`config.mk`:
```
export PLATFORM = sky130hd
export DESIGN_NAME = mbra_front
export DESIGN_NICKNAME = d
export VERILOG_FILES = /design/src/hw/rtl/mbra_pkg.sv /design/src/hw/rtl/mbra_front.sv
export SDC_FILE = /design/constraint.sdc
export NUM_CORES = 1
export LEC_CHECK = 0
export ABC_AREA = 1
export BUFFER_PORTS_ARGS = -buffer_cell sky130_fd_sc_hd__buf_2
export CAP_MARGIN = 20
export CELL_PAD_IN_SITES_DETAIL_PLACEMENT = 1
export CELL_PAD_IN_SITES_GLOBAL_PLACEMENT = 1
export CORE_ASPECT_RATIO = 2
export CORE_MARGIN = 4
export CORE_UTILIZATION = 35
export DETAILED_ROUTE_END_ITERATION = 7
export PLACE_DENSITY = 0.86
export SETUP_SLACK_MARGIN = 0.3
export SYNTH_ARGS = -nofsm -noshare
export SYNTH_HDL_FRONTEND = slang
export SYNTH_SLANG_ARGS = --single-unit
export TNS_END_PERCENT = 100
```
`constraint.sdc`:
```
create_clock -name clk -period 2.3 [get_ports clk]
set_clock_uncertainty 0.2 [all_clocks]
set_input_delay 0 -clock clk [delete_from_list [all_inputs] [get_ports clk]]
set_output_delay 0 -clock clk [all_outputs]
set_load 0.02 [all_outputs]
```
`src/hw/rtl/mbra_pkg.sv`:
```
// shared types and constants for the maximal black rectangle block
package mbra_pkg;
  localparam int PIXEL_W = 1;
  localparam int WIDTH_W = 11;
  localparam int AREA_W  = 21;
  localparam logic [AREA_W-1:0] AREA_LIMIT = {AREA_W{1'b1}};

  typedef struct packed {
    logic pixel;
    logic last_pixel;
    logic row_end;
  } cmd_t;
endpackage

```
`src/hw/rtl/mbra_front.sv`:
```
// front part: column tracking and row-end classification of each pixel item
module mbra_front #(
  parameter int MAX_COLS = 1024,
  parameter int COL_W = 10
) (
  input  logic clk,
  input  logic rst,
  input  logic [10:0] row_width,
  input  logic push,
  input  logic pixel,
  input  logic last_pixel,
  input  logic q_full,
  output logic full,
  output logic q_push,
  output mbra_pkg::cmd_t q_cmd
);
  import mbra_pkg::*;

  logic [COL_W-1:0] column_position;
  logic [COL_W-1:0] column_position_next;
  logic [COL_W:0] width_eff;
  logic row_end;

  always_comb begin
    if (row_width == '0) begin
      width_eff = (COL_W+1)'(1);
    end else if (32'(row_width) > 32'(MAX_COLS)) begin
      width_eff = (COL_W+1)'(MAX_COLS);
    end else begin
      width_eff = (COL_W+1)'(row_width);
    end
  end

  assign row_end = ((COL_W+1)'(column_position) + (COL_W+1)'(1) >= width_eff) ||
                   last_pixel;
  assign full = q_full;
  assign q_push = push && !q_full;
  assign q_cmd = '{pixel: pixel, last_pixel: last_pixel, row_end: row_end};
  assign column_position_next = row_end ? '0 : column_position + COL_W'(1);

  always_ff @(posedge clk) begin
    if (rst) begin
      column_position <= '0;
    end else if (q_push) begin
      column_position <= column_position_next;
    end
  end
endmodule

```
After elaboration in Yosys (flattened, before gate mapping)
Index checks and enable logic that the tools add are counted.
{"block": "word_totals", "in_bits": 17, "out_inout_bits": 5, "register_bits": 10, "elab_cells": 12}
{"block": "classes", "muxes": 3, "addsub": 2, "order_cmp": 2, "reduce_logical": 4}
{"operator": "$mux W11", "n": 2}
{"operator": "$add A10 B1 Y11 const B", "n": 1}
{"operator": "$ge A11 B11 Y1", "n": 1}
{"operator": "$gt A11 B11 Y1 const B", "n": 1}
{"operator": "$logic_not A11 Y1", "n": 1}
{"operator": "$add A10 B1 Y10 const B", "n": 1}
{"operator": "$mux W10", "n": 1}
{"operator": "$logic_and A1 B1 Y1", "n": 1}
{"operator": "$logic_not A1 Y1", "n": 1}
{"operator": "$logic_or A1 B1 Y1", "n": 1}

Longest topological paths before layout
{"block": "depth", "depth_word": 6, "mapped_depth": 18, "depth_no_buf": 17}

Least setup slack after synthesis
Ideal clock, no wire load.
{"block": "synth_timing", "path_type": "register to register", "start": "register column_position[0]", "end": "register column_position[2]", "arrival_time_ns": 2.120, "t_required_ns": 2.029, "setup_time_ns": 0.071, "path_stages_with_launch": 18, "path_slack_ns": -0.091, "period_less_slack_ns": 2.391, "path_cell_list": "dfxtp_1 > ha_1 > nand2_2 > nor2_2 > nand3_1 > nand2_2 > inv_1 > ha_1 > nand2_1 > inv_1 > nand2_1 > nand2_1 > nand2_1 > nand3_1 > nor2_2 > buf_6 > nand3_2 > a21oi_2"}
{"block": "synth_between", "elab_chain_len": 4, "word_cells_on_any_way": 5, "cone_classes": "add/sub (2); order compare (1); mux (1); reduce/logical (1)"}
{"item": "start, declared", "line_no": "mbra_front.sv:19", "text": "logic [COL_W-1:0] column_position;"}
{"item": "start signal, assigned", "line_no": "mbra_front.sv:45", "text": "column_position <= column_position_next;"}
{"item": "$add A10 B1 Y11", "line_no": "mbra_front.sv:34", "text": "assign row_end = ((COL_W+1)'(column_position) + (COL_W+1)'(1) >= width_eff) ||"}
{"item": "$ge A11 B11 Y1", "line_no": "mbra_front.sv:34"}
{"item": "$logic_or A1 B1 Y1", "line_no": "mbra_front.sv:34"}
{"item": "$mux W10 (*)", "line_no": "mbra_front.sv:39", "text": "assign column_position_next = row_end ? '0 : column_position + COL_W'(1);"}
Every way passes the cells marked *; elsewhere a longest branch is shown, timed or not.
A chain may end at the register's enable or synchronous reset.

==> results.cfg <==
[logic_synthesis]
synthSimpleGateAreaFrac_pct = 42.1
yosysMostFrequentCell = nand2_1
synthDistinctLibCells = 29
syn-num-nets = 209
synth-edff-count = 0
synth_compound_area_share_pct = 13.8
synth_top_family_by_area = simple AND/OR/NAND/NOR gates
yosysWarnings = 0
synth-seq-area-share_pct = 16.5
synth_top_area_share_pct = 16.5
synth_mux_area_share_pct = 0
syn_avg_cell_area_um2 = 6.72
syn-cell-area_mm2 = 0.00121
ys_async_sr_fraction_pct = 0
synthAdderAreaFrac_pct = 12.4
synth_top_area_cell = dfxtp_1
synth_xor_xnor_area_share_pct = 0.724
ys.flop_type = dfxtp_1
synth_top_cells_by_count = 44 x nand2_1, 21 x inv_1, 19 x nor2_1
ys_ff_latch = 10
yosys-top-cells-area = dfxtp_1 17%, nand2_1 14%, ha_1 12%, nand3_2 7.4%, a21oi_2 7.2%
syn_inst = 180

[timing]
fmaxAchievable_ghz = 0.392
layout_setup_ws_ns = -0.252
timing.hold.ws_ns = 0.0345
worst_slew_pin_slew_ns = 0.679
period_minus_slack_ns = 2.55
slew-limit-headroom_pct = 54.7
min_period_over_period_pct = 111
slew_viol_final = 0
rsz0062_at_grt = true
final-hold-violation-count = 0
setup_viol = 11

[global_routing]
grt_util_met1_pct = 16.6
grt_util_all_layers_pct = 18.7
antenna_found_initial = 0
grt_pass1_vias = 1442
grt.met2_usage_pct = 35.7
grt_pass1_wl_um = 6460
met3_usage_pct = 1.64
globalRoute.busiestLayer = met2
grt_overflow = 0
grt_max_degree = 21

[floorplanning]
die_width_um = 49.6
die_height_um = 91.2
core_mm2 = 0.00338
die_area_mm2 = 0.00452
ioPinCount = 22
core.rowCount = 30
start_util_pct = 35.8

[drt]
drc = 0
wl_um = 4130
ant_nets = 0
post_drt_wl_per_cell_um = 16.2
viasPerCell = 5.33
drt_iter0_markers = 28
dr.pass1.iters = 4
vias = 1358

[placement]
preCtsSetupSlack_ns = -0.324
gp_congestion = 0.854
place_area_mm2 = 0.00150
portBuffers = 19
dp.final_hpwl_um = 3100

[cells_and_area]
multi_input_area_mm2 = 0.00100
nFillCells = 441
drive_gt1_share_pct = 54.7
fin_nets = 253
postLayoutCellArea_mm2 = 0.00175
top_regs = column_position: 10 flops
seqCellArea_um2 = 214
largest_register_ffs = 10
n_antenna_cell = 0
area_delta_synth_final_pct = 44.7
top_register = column_position

[clock_network]
cts_buffers = 3
cts_tree = yes
cts_root_buffer = clkbuf_8
path_clk_slew_ns = 0.05
cts_max_path_buffers = 2
htree_levels = 1
clock_latency_ns = 0.25
cts.sinks = 10

[worst_setup_path]
cp.required_ns = 2.10
cp-end-kind = output port
critPathArrivalTime_ns = 2.35
worstSetupPathType = flip-flop to output port
path_max_fanout = 4
critPathLaunchType = flip-flop

[run]
drv_cap = 0

[worst_hold_path]
hp-class = input pin to output port

[power_and_ir_drop]
vdd_drop_max_mv = 0.167
finalPower_w = 0.000543
power_leakage_nw = 0.829
power.density_mw_per_mm2 = 310

[status]
violations = negative setup slack
status = complete, but fails checks
[final cells by class]
class / count / area share (%)
Clock buffer: 4 / 3.15
Tap cell: 32 / 2.29
Sequential cell: 10 / 12.2
Timing Repair Buffer: 49 / 19.6
Inverter: 25 / 5.36
Multi-Input combinational cell: 135 / 57.4
[where the power goes]
part           internal (W)  leakage (nW)  switching, W
Clock              0.000152        0.0288     0.0000834
Combinational     0.0000585         0.716     0.0000746
Sequential         0.000173        0.0848    0.00000207
Total              0.000383         0.829      0.000160
[critical path, cell delays in order, from the launching register on]
cell,delay [ns]
dfxtp_4,0.38
ha_4,0.15
nand2_4,0.06
nor2_4,0.15
inv_2,0.08
o21bai_4,0.13
nand2_2,0.07
inv_2,0.06
ha_4,0.21
a21oi_2,0.14
nand2_2,0.08
nand2_2,0.06
nand3_2,0.09
nor2_4,0.13
buf_6,0.11
nand2_4,0.04
buf_6,0.15
[through the flow]
step	setup TNS [ns]	std cells	utilization, %
6_report	-2.34	255	51.8
5_1_grt	-3.48	255	51.8
4_1_cts	-2.13	253	49.0
3_5_place_dp	-3.38	245	44.5
3_3_place_gp	-2.71	245	44.5
2_1_floorplan	0	180	-
[metal layers]
layer	part of all wire, %	up-vias	wire length [um]
li1	-	653	-
met5	0	-	0
met1	34	651	1410
met3	2.2	17	91
met2	58	37	2410
met4	5.4	0	221
[placed cells by master, fill, tap and decap left out]
cell type | netlist | routed
nor2_2 | 7 | 2
nor3b_2 | 0 | 1
xor2_1 | 1 | 1
nor3_1 | 1 | 1
nand2_1 | 44 | 35
o21ai_1 | 2 | 2
a21o_1 | 4 | 4
ha_4 | 0 | 5
buf_2 | 0 | 18
buf_4 | 5 | 25
a21oi_2 | 10 | 12
nor4_1 | 1 | 1
ha_1 | 12 | 7
dfxtp_2 | 0 | 5
nand4_1 | 3 | 3
nand2_4 | 1 | 4
dfxtp_4 | 0 | 2
dlygate4sd3_1 | 0 | 2
nand4_2 | 1 | 1
nand3_2 | 9 | 13
dfxtp_1 | 10 | 3
nand2_2 | 4 | 10
nor2_4 | 0 | 6
or2_4 | 0 | 2
clkbuf_8 | 1 | 4
nor2_1 | 19 | 18
inv_1 | 21 | 18
nand3_1 | 8 | 4
inv_2 | 3 | 7
a21oi_1 | 4 | 2
o21bai_4 | 1 | 1
buf_6 | 2 | 4
[final timing paths]
path                                                       from                         endpoint  slack (ns)  cells past startpoint
worst max register to register  column_position[0]$_SDFFE_PP0P_  column_position[0]$_SDFFE_PP0P_       -0.23                     17
worst min register to register  column_position[9]$_SDFFE_PP0P_  column_position[9]$_SDFFE_PP0P_        0.32                      2
worst max-delay path            column_position[0]$_SDFFE_PP0P_                         q_cmd[0]       -0.25                     16
worst min-delay path                                     q_full                             full        0.03                      2
[cells by family (layout without fill, tap and decap cells)]
logic type,Yosys count,count (layout)
simple gates,101,101
flops,10,10
compound gates,21,21
xor+xnor,1,1
fa+ha+maj,12,12
buf+inv,35,78
[what timing repair did]
| item | CTS | global route |
|---|---|---|
| hold buffers | 2 | 0 |
| pin swaps | 7 | 13 |
| endpoints found under the setup margin | 11 | 11 |
| setup buffers | 2 | 2 |
| resized for setup | 18 | 24 |
| endpoints found under the hold margin | 11 | 0 |
Note: power is estimated with default switching activity, not from simulation.
