<file path="src/hw/rtl/mbra_pkg.sv">
// shared types and constants for the maximal black rectangle block
package mbra_pkg;
  localparam int PIXEL_W = 1;
  localparam int WIDTH_W = 11;
  localparam int AREA_W  = 21;
  localparam logic [AREA_W-1:0] AREA_LIMIT = {AREA_W{1'b1}};

  typedef struct packed {
    logic pixel;
    logic last_pixel;
    logic row_end;
  } cmd_t;
endpackage

</file>
<file path="src/hw/rtl/mbra_queue.sv">
// small command queue between front and back parts
module mbra_queue #(
  parameter int DEPTH_W = 2
) (
  input  logic clk,
  input  logic rst,
  input  logic push,
  input  mbra_pkg::cmd_t wdata,
  output logic full,
  input  logic pop,
  output mbra_pkg::cmd_t rdata,
  output logic empty
);
  import mbra_pkg::*;

  localparam int DEPTH = 1 << DEPTH_W;
  cmd_t mem [DEPTH];
  logic [DEPTH_W-1:0] wr_ptr;
  logic [DEPTH_W-1:0] rd_ptr;
  logic [DEPTH_W:0] count;

  assign full = (count == (DEPTH_W+1)'(DEPTH));
  assign empty = (count == '0);
  assign rdata = mem[rd_ptr];

  always_ff @(posedge clk) begin
    if (push && !full) begin
      mem[wr_ptr] <= wdata;
    end
  end

  always_ff @(posedge clk) begin
    if (rst) begin
      wr_ptr <= '0;
      rd_ptr <= '0;
      count <= '0;
    end else begin
      if (push && !full) begin
        wr_ptr <= wr_ptr + DEPTH_W'(1);
      end
      if (pop && !empty) begin
        rd_ptr <= rd_ptr + DEPTH_W'(1);
      end
      count <= count + (DEPTH_W+1)'(push && !full) - (DEPTH_W+1)'(pop && !empty);
    end
  end

  a_no_overflow: assert property (@(posedge clk) disable iff (rst)
    full |=> count <= (DEPTH_W+1)'(DEPTH)) else $error("queue overflow");
  a_count_step: assert property (@(posedge clk) disable iff (rst)
    (push && !full && !(pop && !empty)) |=> count == $past(count) + (DEPTH_W+1)'(1))
    else $error("queue count");
  a_empty_ptr: assert property (@(posedge clk) disable iff (rst)
    empty |-> wr_ptr == rd_ptr) else $error("queue pointers");
endmodule

</file>
<file path="config.mk">
export PLATFORM = sky130hd
export DESIGN_NAME = mbra_queue
export DESIGN_NICKNAME = d
export VERILOG_FILES = /design/src/hw/rtl/mbra_pkg.sv /design/src/hw/rtl/mbra_queue.sv
export SDC_FILE = /design/constraint.sdc
export NUM_CORES = 1
export LEC_CHECK = 0
export BUFFER_PORTS_ARGS = -buffer_cell sky130_fd_sc_hd__buf_4
export CORE_ASPECT_RATIO = 1.1
export CORE_MARGIN = 1.5
export CORE_UTILIZATION = 45
export CTS_CLUSTER_DIAMETER = 150
export DETAILED_ROUTE_END_ITERATION = 7
export GPL_TIMING_DRIVEN = 0
export PLACE_DENSITY = 0.72
export SLEW_MARGIN = 25
export SYNTH_ARGS = -nofsm -noshare
export SYNTH_HDL_FRONTEND = slang
export SYNTH_SLANG_ARGS = --single-unit
</file>
<file path="constraint.sdc">
create_clock -name clk -period 2 [get_ports clk]
set_input_delay 0.4 -clock clk [delete_from_list [all_inputs] [get_ports clk]]
set_output_delay 0.4 -clock clk [all_outputs]
set_load 0.005 [all_outputs]
</file>
* After elaboration in Yosys (flattened, before gate mapping)
Memories as Yosys holds them, arrays and structs flattened. A register that Yosys moved wholly into a read port is not among the register bits.
Cells that the tools add are included.
** Operators by class
- Reductions and logical operators :: 5
- Muxes and demuxes :: 4
- $add $sub $neg :: 4
- Eq/ne operators :: 1
** Operators with widths (count)
- adder 2 x 1 -> 2 bit (second input constant) :: 2
- 2-to-1 mux 2 bit :: 2
- adder 3 x 1 -> 3 bit :: 1
- equality test 3 bit (second input constant) :: 1
- logical NOT 3 bit :: 1
- subtractor 3 x 1 -> 3 bit :: 1
- logical AND 1 bit :: 2
- logical NOT 1 bit :: 2
- 2-to-1 mux 1 bit :: 2
** Word-level totals
- Output and inout bits :: 5
- Memory bits (writable) :: 12
- Word-level logic and storage cells :: 18
- Memories kept :: 1
- Flip-flop bits (word level) :: 7
** Memories
- mem :: words 4, width 3, read ports 1, clocked after Yosys merged registers in 1, wr ports 1, RTL line mbra_queue.sv:17 : cmd_t mem [DEPTH];

* Longest topological paths before layout
Gate-level depths: netlist (run 1).
- Depth after elaboration :: 5
- Mapped depth :: 10
- Depth with buffers taken out :: 10

* Least setup slack after synthesis (run 1)
No wires, ideal clock.
- Path type :: register to register
- Start point :: register count[2]
- End point :: register count[2]
- Stages on the path, launching flop included :: 11
- Required time :: 1875 ps
- Data arrival time :: 1977 ps
- Slack :: -101 ps
- Path buffers :: 0
- Cell sequence :: dfxtp_1 -> nor3b_2 -> nor2_1 -> inv_1 -> ha_1 -> inv_1 -> ha_1 -> fa_1 -> xnor2_1 -> xnor2_1 -> nor2_1
** On the way
- Cells in the longest elaborated chain, start to end :: 5
** Ends and longest elaborated chain
- start, declared :: RTL line mbra_queue.sv:20 : logic [DEPTH_W:0] count;
- start signal, assigned :: RTL line mbra_queue.sv:44 : count <= count + (DEPTH_W+1)'(push && !full) - (DEPTH_W+1)'(pop && !empty);
- equality test 3 bit :: RTL line mbra_queue.sv:22 : assign full = (count == (DEPTH_W+1)'(DEPTH));
- named net full :: RTL line mbra_queue.sv:9 : output logic full,
- logical NOT 1 bit :: RTL line mbra_queue.sv:44
- logical AND 1 bit :: RTL line mbra_queue.sv:44
- adder 3 x 1 -> 3 bit :: RTL line mbra_queue.sv:44
- subtractor 3 x 1 -> 3 bit :: RTL line mbra_queue.sv:44
The timed path passes the listed nets, and every way through them passes these cells.
A chain may end at the register's enable or synchronous reset.

* Worst setup path after layout (run 1)
- Start point :: register count[2]
- End point :: register count[2]
** On the way
- Cells in the longest elaborated chain, start to end :: 5
** Ends and longest elaborated chain (RTL line)
- equality test 3 bit :: mbra_queue.sv:22
- logical NOT 1 bit :: mbra_queue.sv:44
- logical AND 1 bit :: mbra_queue.sv:44
- adder 3 x 1 -> 3 bit :: mbra_queue.sv:44
- subtractor 3 x 1 -> 3 bit (*) :: mbra_queue.sv:44
Mark *: on every way between the ends. The rest lies on a longest branch, timed or not.

==> metrics, run 1 <==
Setup CP Type=register to register; Total Neg Setup Slack=0 ps; Setup Skew=4.01 ps; die height=50.2 um; PwrDens=1120 nW/um2; # IOs=12; multi-input logic area=370 um2; Starting DRT DRC Count=3; CTS tree=built; port bufs=10; drt pass-1 iters=3; n_diodes=0; grt peak-use layer=met2; first-pass GRT wire length=roughly 2300 um; deepest clock path buffer count=2; Gate Count Post-Synth=66; root buffer cell=clkbuf_4; RSZ-0062 raised after global routing=true; Placement Setup Slack=-149 ps; DRC=0; fin. max-slew vios=0; hold buffer count at CTS=0; Startpoint Class=register; final core utilization=60.9%; Slew headroom=75.2%; Max H-tree Level=1; worst vdd ir=0.000699 V; register area share after synthesis=59.4%; status=finished clean; layout cells sized above 1=35.7%; Post-Syn Area per Cell=around 14 um2; Final setup viols=0; initial antenna violation count=0; met3 Usage GRT=3.24%; initial core utilization=slightly below 50%; Static Leak=0.000437 uW; commonest non-fill, non-tap cell in the layout=buf_4; filler cell count=155; vias per cell=4.64; endpoints failing hold=0; Sequential Area=552 um2; die width=45.9 um; vias=515; GRT met1 Usage=16.7%; CTS clk-pin slew, worst paths=110 ps; Worst Tran Pin Value=371 ps; Clock Sink Count=21; Synth cell types=21; Final nets=99; Worst Path Max Fanout=4; Total GRT Usage=14.0%; number of global-route vias before repair=about 540; std cell rows=16; clk_lat worst skew=290 ps; Routed Antenna Nets=0; Max Clock Freq=0.510 GHz; Netlist Area Pre-Place=910 um2; max_cap viols=0; Syn Nets=80; area grow syn2layout=23.2%; HP Class=primary input to register; Period Utilization, post-route=between 90% and 100%; YS warnings=0; Crit path arrival time=around 2100 ps; grt total ovfl=0; largest net degree at the start of global routing=12; grt met2 use=a little under a quarter; FF+latch count, synth=21; Req. time, crit path=2180 ps; wire per inst=~12 um; final wirelength=1320 um; GP Congestion=0.632; CTS Buf Count=3; CP Capture Type=register; Worst Setup Slack, final=40.3 ps; commonest non-fill, non-tap cells in the layout=buf_4, edfxtp_1, inv_1; Die Footprint=2300 um2; fin crit period=1960 ps; Core Footprint=1840 um2
## registers in the layout (all words and copies together) (netlist names), named ones only
| name | count |
|---|---|
| count | 3 |
| rd_ptr | 2 |
| mem | 12 |
| wr_ptr | 2 |
## layer usage
metal	vias up	wire length (um)
met3	0	52
met4	0	0
met1	246	512
met5	-	0
li1	260	-
met2	9	758
## cells by family (layout without fill, tap and decap cells)
family                     after synthesis  in the layout  synth area share [%]
and+or+nand+nor                         17             17                  11.4
buffers and inverters                    9             27                  3.71
xor gates and xnor gates                 3              3                  2.89
AOI/OAI and AO/OA                        5              5                  3.58
muxes                                    4              4                  8.53
DFF                                     21             21                  59.4
adders and majority gates                7              7                  10.5
## per-stage QoR
stage	cell area [um2]	cells	hold WS [ps]	power (uW)
floorplan	935	66	459	883
global placement	1040	103	475	995
detailed placement	1040	103	488	1020
CTS	1110	110	296	1260
global route	1120	111	279	1350
finish	1120	111	301	1250
## area by class of cell
| class | instances | area share (%) |
|---|---|---|
| Clock buffer | 4 | 2.34 |
| Tap cell | 27 | 3.01 |
| Inverter | 8 | 2.68 |
| Multi-Input combinational cell | 36 | 33.0 |
| Timing Repair Buffer | 14 | 9.37 |
| Buffer | 1 | 0.335 |
| Sequential cell | 21 | 49.2 |
## critical path, cell delays in order (launching register included)
cell and delay [ps]:
dfxtp_4 380, o31ai_4 260, inv_1 70, ha_1 270, inv_1 40, ha_2 160
fa_2 360, xnor2_2 140, xnor2_1 130, nor2_1 50
## Yosys cell counts
master	n	area share, %
xor2_1	1	0.96
nand2_1	1	0.41
fa_1	1	2.2
o31ai_2	1	1.4
edfxtp_1	12	40
nor2_1	4	1.7
nor2b_1	2	1.4
nand2b_1	2	1.4
dfxtp_1	9	20
ha_1	6	8.3
mux2i_1	1	1.1
nor3b_2	1	1.4
inv_1	8	3.3
a21oi_1	2	1.1
nor3_2	1	1.1
or3_1	2	1.4
and2_1	4	2.8
o21ai_0	2	1.1
mux4_2	3	7.4
clkbuf_1	1	0.41
xnor2_1	2	1.9
## report_power, final
group | total, uW | internal (uW) | leakage (uW) | switching [uW]
sequential | 621 | 545 | 0.000186 | 75.9
combinational | 436 | 265 | 0.000236 | 171
clock | 197 | 77.5 | 0.0000150 | 120
## path summary, 6_finish.rpt
path | end | depth (start not counted) | slack, ps | startpoint
max reg2reg | count[2] | 9 | 40 | count[2]
min | mem[3][1] | 1 | 300 | wdata[1]
max | count[2] | 9 | 40 | count[2]
min reg2reg | register | 2 | 500 | rd_ptr[1]
## repair_timing
item                       CTS  global route
setup endpoints to repair    1             1
setup buffers                3             1
pin swaps                    6             1
gates resized for setup      5             0
No activity file was read; power rests on OpenSTA's default activity.
==> inputs of run 2 (changes only) <==
GPL_TIMING_DRIVEN = not set   (was 0)
==> run 2 against run 1 <==
Sequential share of layout area fell by 0.88 points; critical path depth rose by 1; via count rose by 0.78%; total power fell by 0.11%; flip-flop and latch count did not move; cell count rose by 1.8%; highest routed layer is now met4; first-iteration DRC count did not move; largest cell class unchanged; largest power group unchanged; utilization rose by 0.54 points.
==> metrics, run 2 (synthesis gave the netlist of run 1 again) <==
Final HPWL DP=1050 um; initial antenna violation count=0 (unchanged); CP dominant cell by count=inv_1; Comb power frac=35.1% (+0.3 points); # IOs=12 (unchanged); Clock Sink Count=21 (unchanged); worst vdd ir=0.000670 V (-4.2%); commonest non-fill, non-tap cells in the layout=buf_4, edfxtp_1, inv_1; max_cap viols=0 (unchanged); Starting DRT DRC Count=3 (unchanged); endpoints failing hold=0 (unchanged); vias=519 (+0.78%); number of global-route vias before repair=541 (+1.1%); CTS clk-pin slew, worst paths=120 ps (about the same); Non-Filler Instances=113 (+1.8%); Worst Tran Pin Value=214 ps (-158 ps); final wirelength=1330 um (+0.38%); Max H-tree Level=1 (unchanged); CTS tree=built; layout cells sized above 1=39.5% (+3.8 points); initial core utilization=49.4% (unchanged); HP Class=primary input to register; largest stage delay on the critical path=380 ps (about the same); Top reg by flops=mem; commonest non-fill, non-tap cell in the layout=buf_4; DRC=0 (unchanged); Req. time, crit path=2200 ps (+20 ps); port bufs=11 (+1); RSZ-0062 raised after global routing=true; fin crit period=1980 ps (+17.1 ps); sequential share of power=49.5% (about the same); cell family with most CP delay=adder cells; slowest CP cell=dfxtp_4; Slew headroom=85.7% (+10 points); die width=45.9 um (unchanged); n_diodes=0 (unchanged); Core Footprint=1840 um2 (unchanged); Startpoint Class=register; Routed Antenna Nets=0 (unchanged); root buffer cell=clkbuf_4; CTS Buf Count=3 (unchanged); largest net degree at the start of global routing=13 (+1); clk_lat worst skew=290 ps (about the same); Clock power frac=15.4% (-0.3 points); wire per inst=11.8 um (-1.4%); first-pass GRT wire length=2320 um (+0.91%); Setup Skew=8.04 ps (+4.03 ps); Crit path buffers/inverters=2 (unchanged); Switching Share=29.1% (-0.17 points); Setup CP Type=register to register; area grow syn2layout=24.3%; Final setup viols=0 (unchanged); max reg flops=12 (unchanged); grt total ovfl=0 (unchanged); Die Footprint=2300 um2 (unchanged); Worst Path Max Fanout=4 (unchanged); status=finished clean; final core utilization=61.4% (+0.54 points); hold buffer count at CTS=0 (unchanged); std cell rows=16 (unchanged); Static Leak=0.000452 uW (+3.5%); Internal=888 uW (+0.13%); CP Capture Type=register; die height=50.2 um (unchanged); fin. max-slew vios=0 (unchanged); PwrDens=1110 nW/um2 (-0.99%); vias per cell=4.59 (-1.0%); largest registers=mem x12, count x3; Crit path arrival time=2180 ps (+40 ps); Final nets=101 (+2.0%); cells along the critical path=nor3b_4 > nor2_2 > inv_1 > ha_1 > inv_1 > ha_2 > fa_2 > xnor2_2 > xnor2_1 > nor2_1; DP Cell Count=107 (+3.9%); Total GRT Usage=14.1% (+0.031 points); GP Congestion=0.712 (+13%); Max Clock Freq=0.506 GHz (-0.86%); Period Utilization, post-route=98.8% (+0.85 points); sw power=365 uW (-0.68%); deepest clock path buffer count=2 (unchanged); drt pass-1 iters=2 (-1)
## run 2: cell types whose count changed in the layout (fill, tap and decap cells not counted)
cell / change
buf_4: +3
clkbuf_1: -2
clkinv_2: +1
dfxtp_2: +2
dfxtp_4: -2
nor2_2: +1
nor2_4: -1
## run 2: final cells by class
| class | instances | area (um2) |
|---|---|---|
| Sequential cell | 21 | 547 |
| Clock buffer | 3 | 22.5 |
| Tap cell | 27 | 33.8 |
| Inverter | 8 | 30.0 |
| Clock inverter | 1 | 5.00 |
| Timing Repair Buffer | 17 | 128 |
| Fill cell | 160 | 711 |
| Multi-Input combinational cell | 36 | 365 |
## run 2: worst paths after layout
kind,slack [ps],start,end,cells past startpoint
worst max register to register,20,count[2],count[2],10
worst min register to register,520,wr_ptr[1],wr_ptr[1],2
worst max-delay path,20,count[2],count[2],10
worst min-delay path,310,wdata[1],mem[1][1],1
## run 2: layer usage
layer | wire length [um] | global-route usage [%] | vias to the layer above
met5 | 0 | 0 | -
met4 | 13 | 5.71 | 0
met3 | 46 | 3.60 | 2
met2 | 692 | 23.1 | 9
met1 | 575 | 17.0 | 243
li1 | - | - | 265
## run 2: repair_timing
| item | in CTS | in global routing |
|---|---|---|
| gates resized for setup | 2 | 0 |
| pin swaps | 3 | 3 |
| setup buffers | 1 | 1 |
| endpoints found under the setup margin | 1 | 1 |
## run 2: power groups by stage
| stage | registers [uW] | clock network [uW] | logic (uW) |
|---|---|---|---|
| floorplan | 611 | 0 | 273 |
| finish | 620 | 193 | 440 |
| global placement | 618 | 0 | 412 |
| detailed placement | 625 | 0 | 426 |
| CTS | 624 | 199 | 442 |
| global route | 634 | 222 | 500 |
## run 2: metrics by stage
stage	power [uW]	setup TNS [ps]	instance area [um2]	hold slack [ps]	worst slack, ps
after floorplan	883	0	935	459	1.98
after global placement	1030	0	1080	471	11.1
after detailed placement	1050	-14.0	1080	514	-14.0
after CTS	1260	0	1120	300	10.6
after global routing	1360	-92.2	1130	283	-92.2
final	1250	0	1130	308	23.2
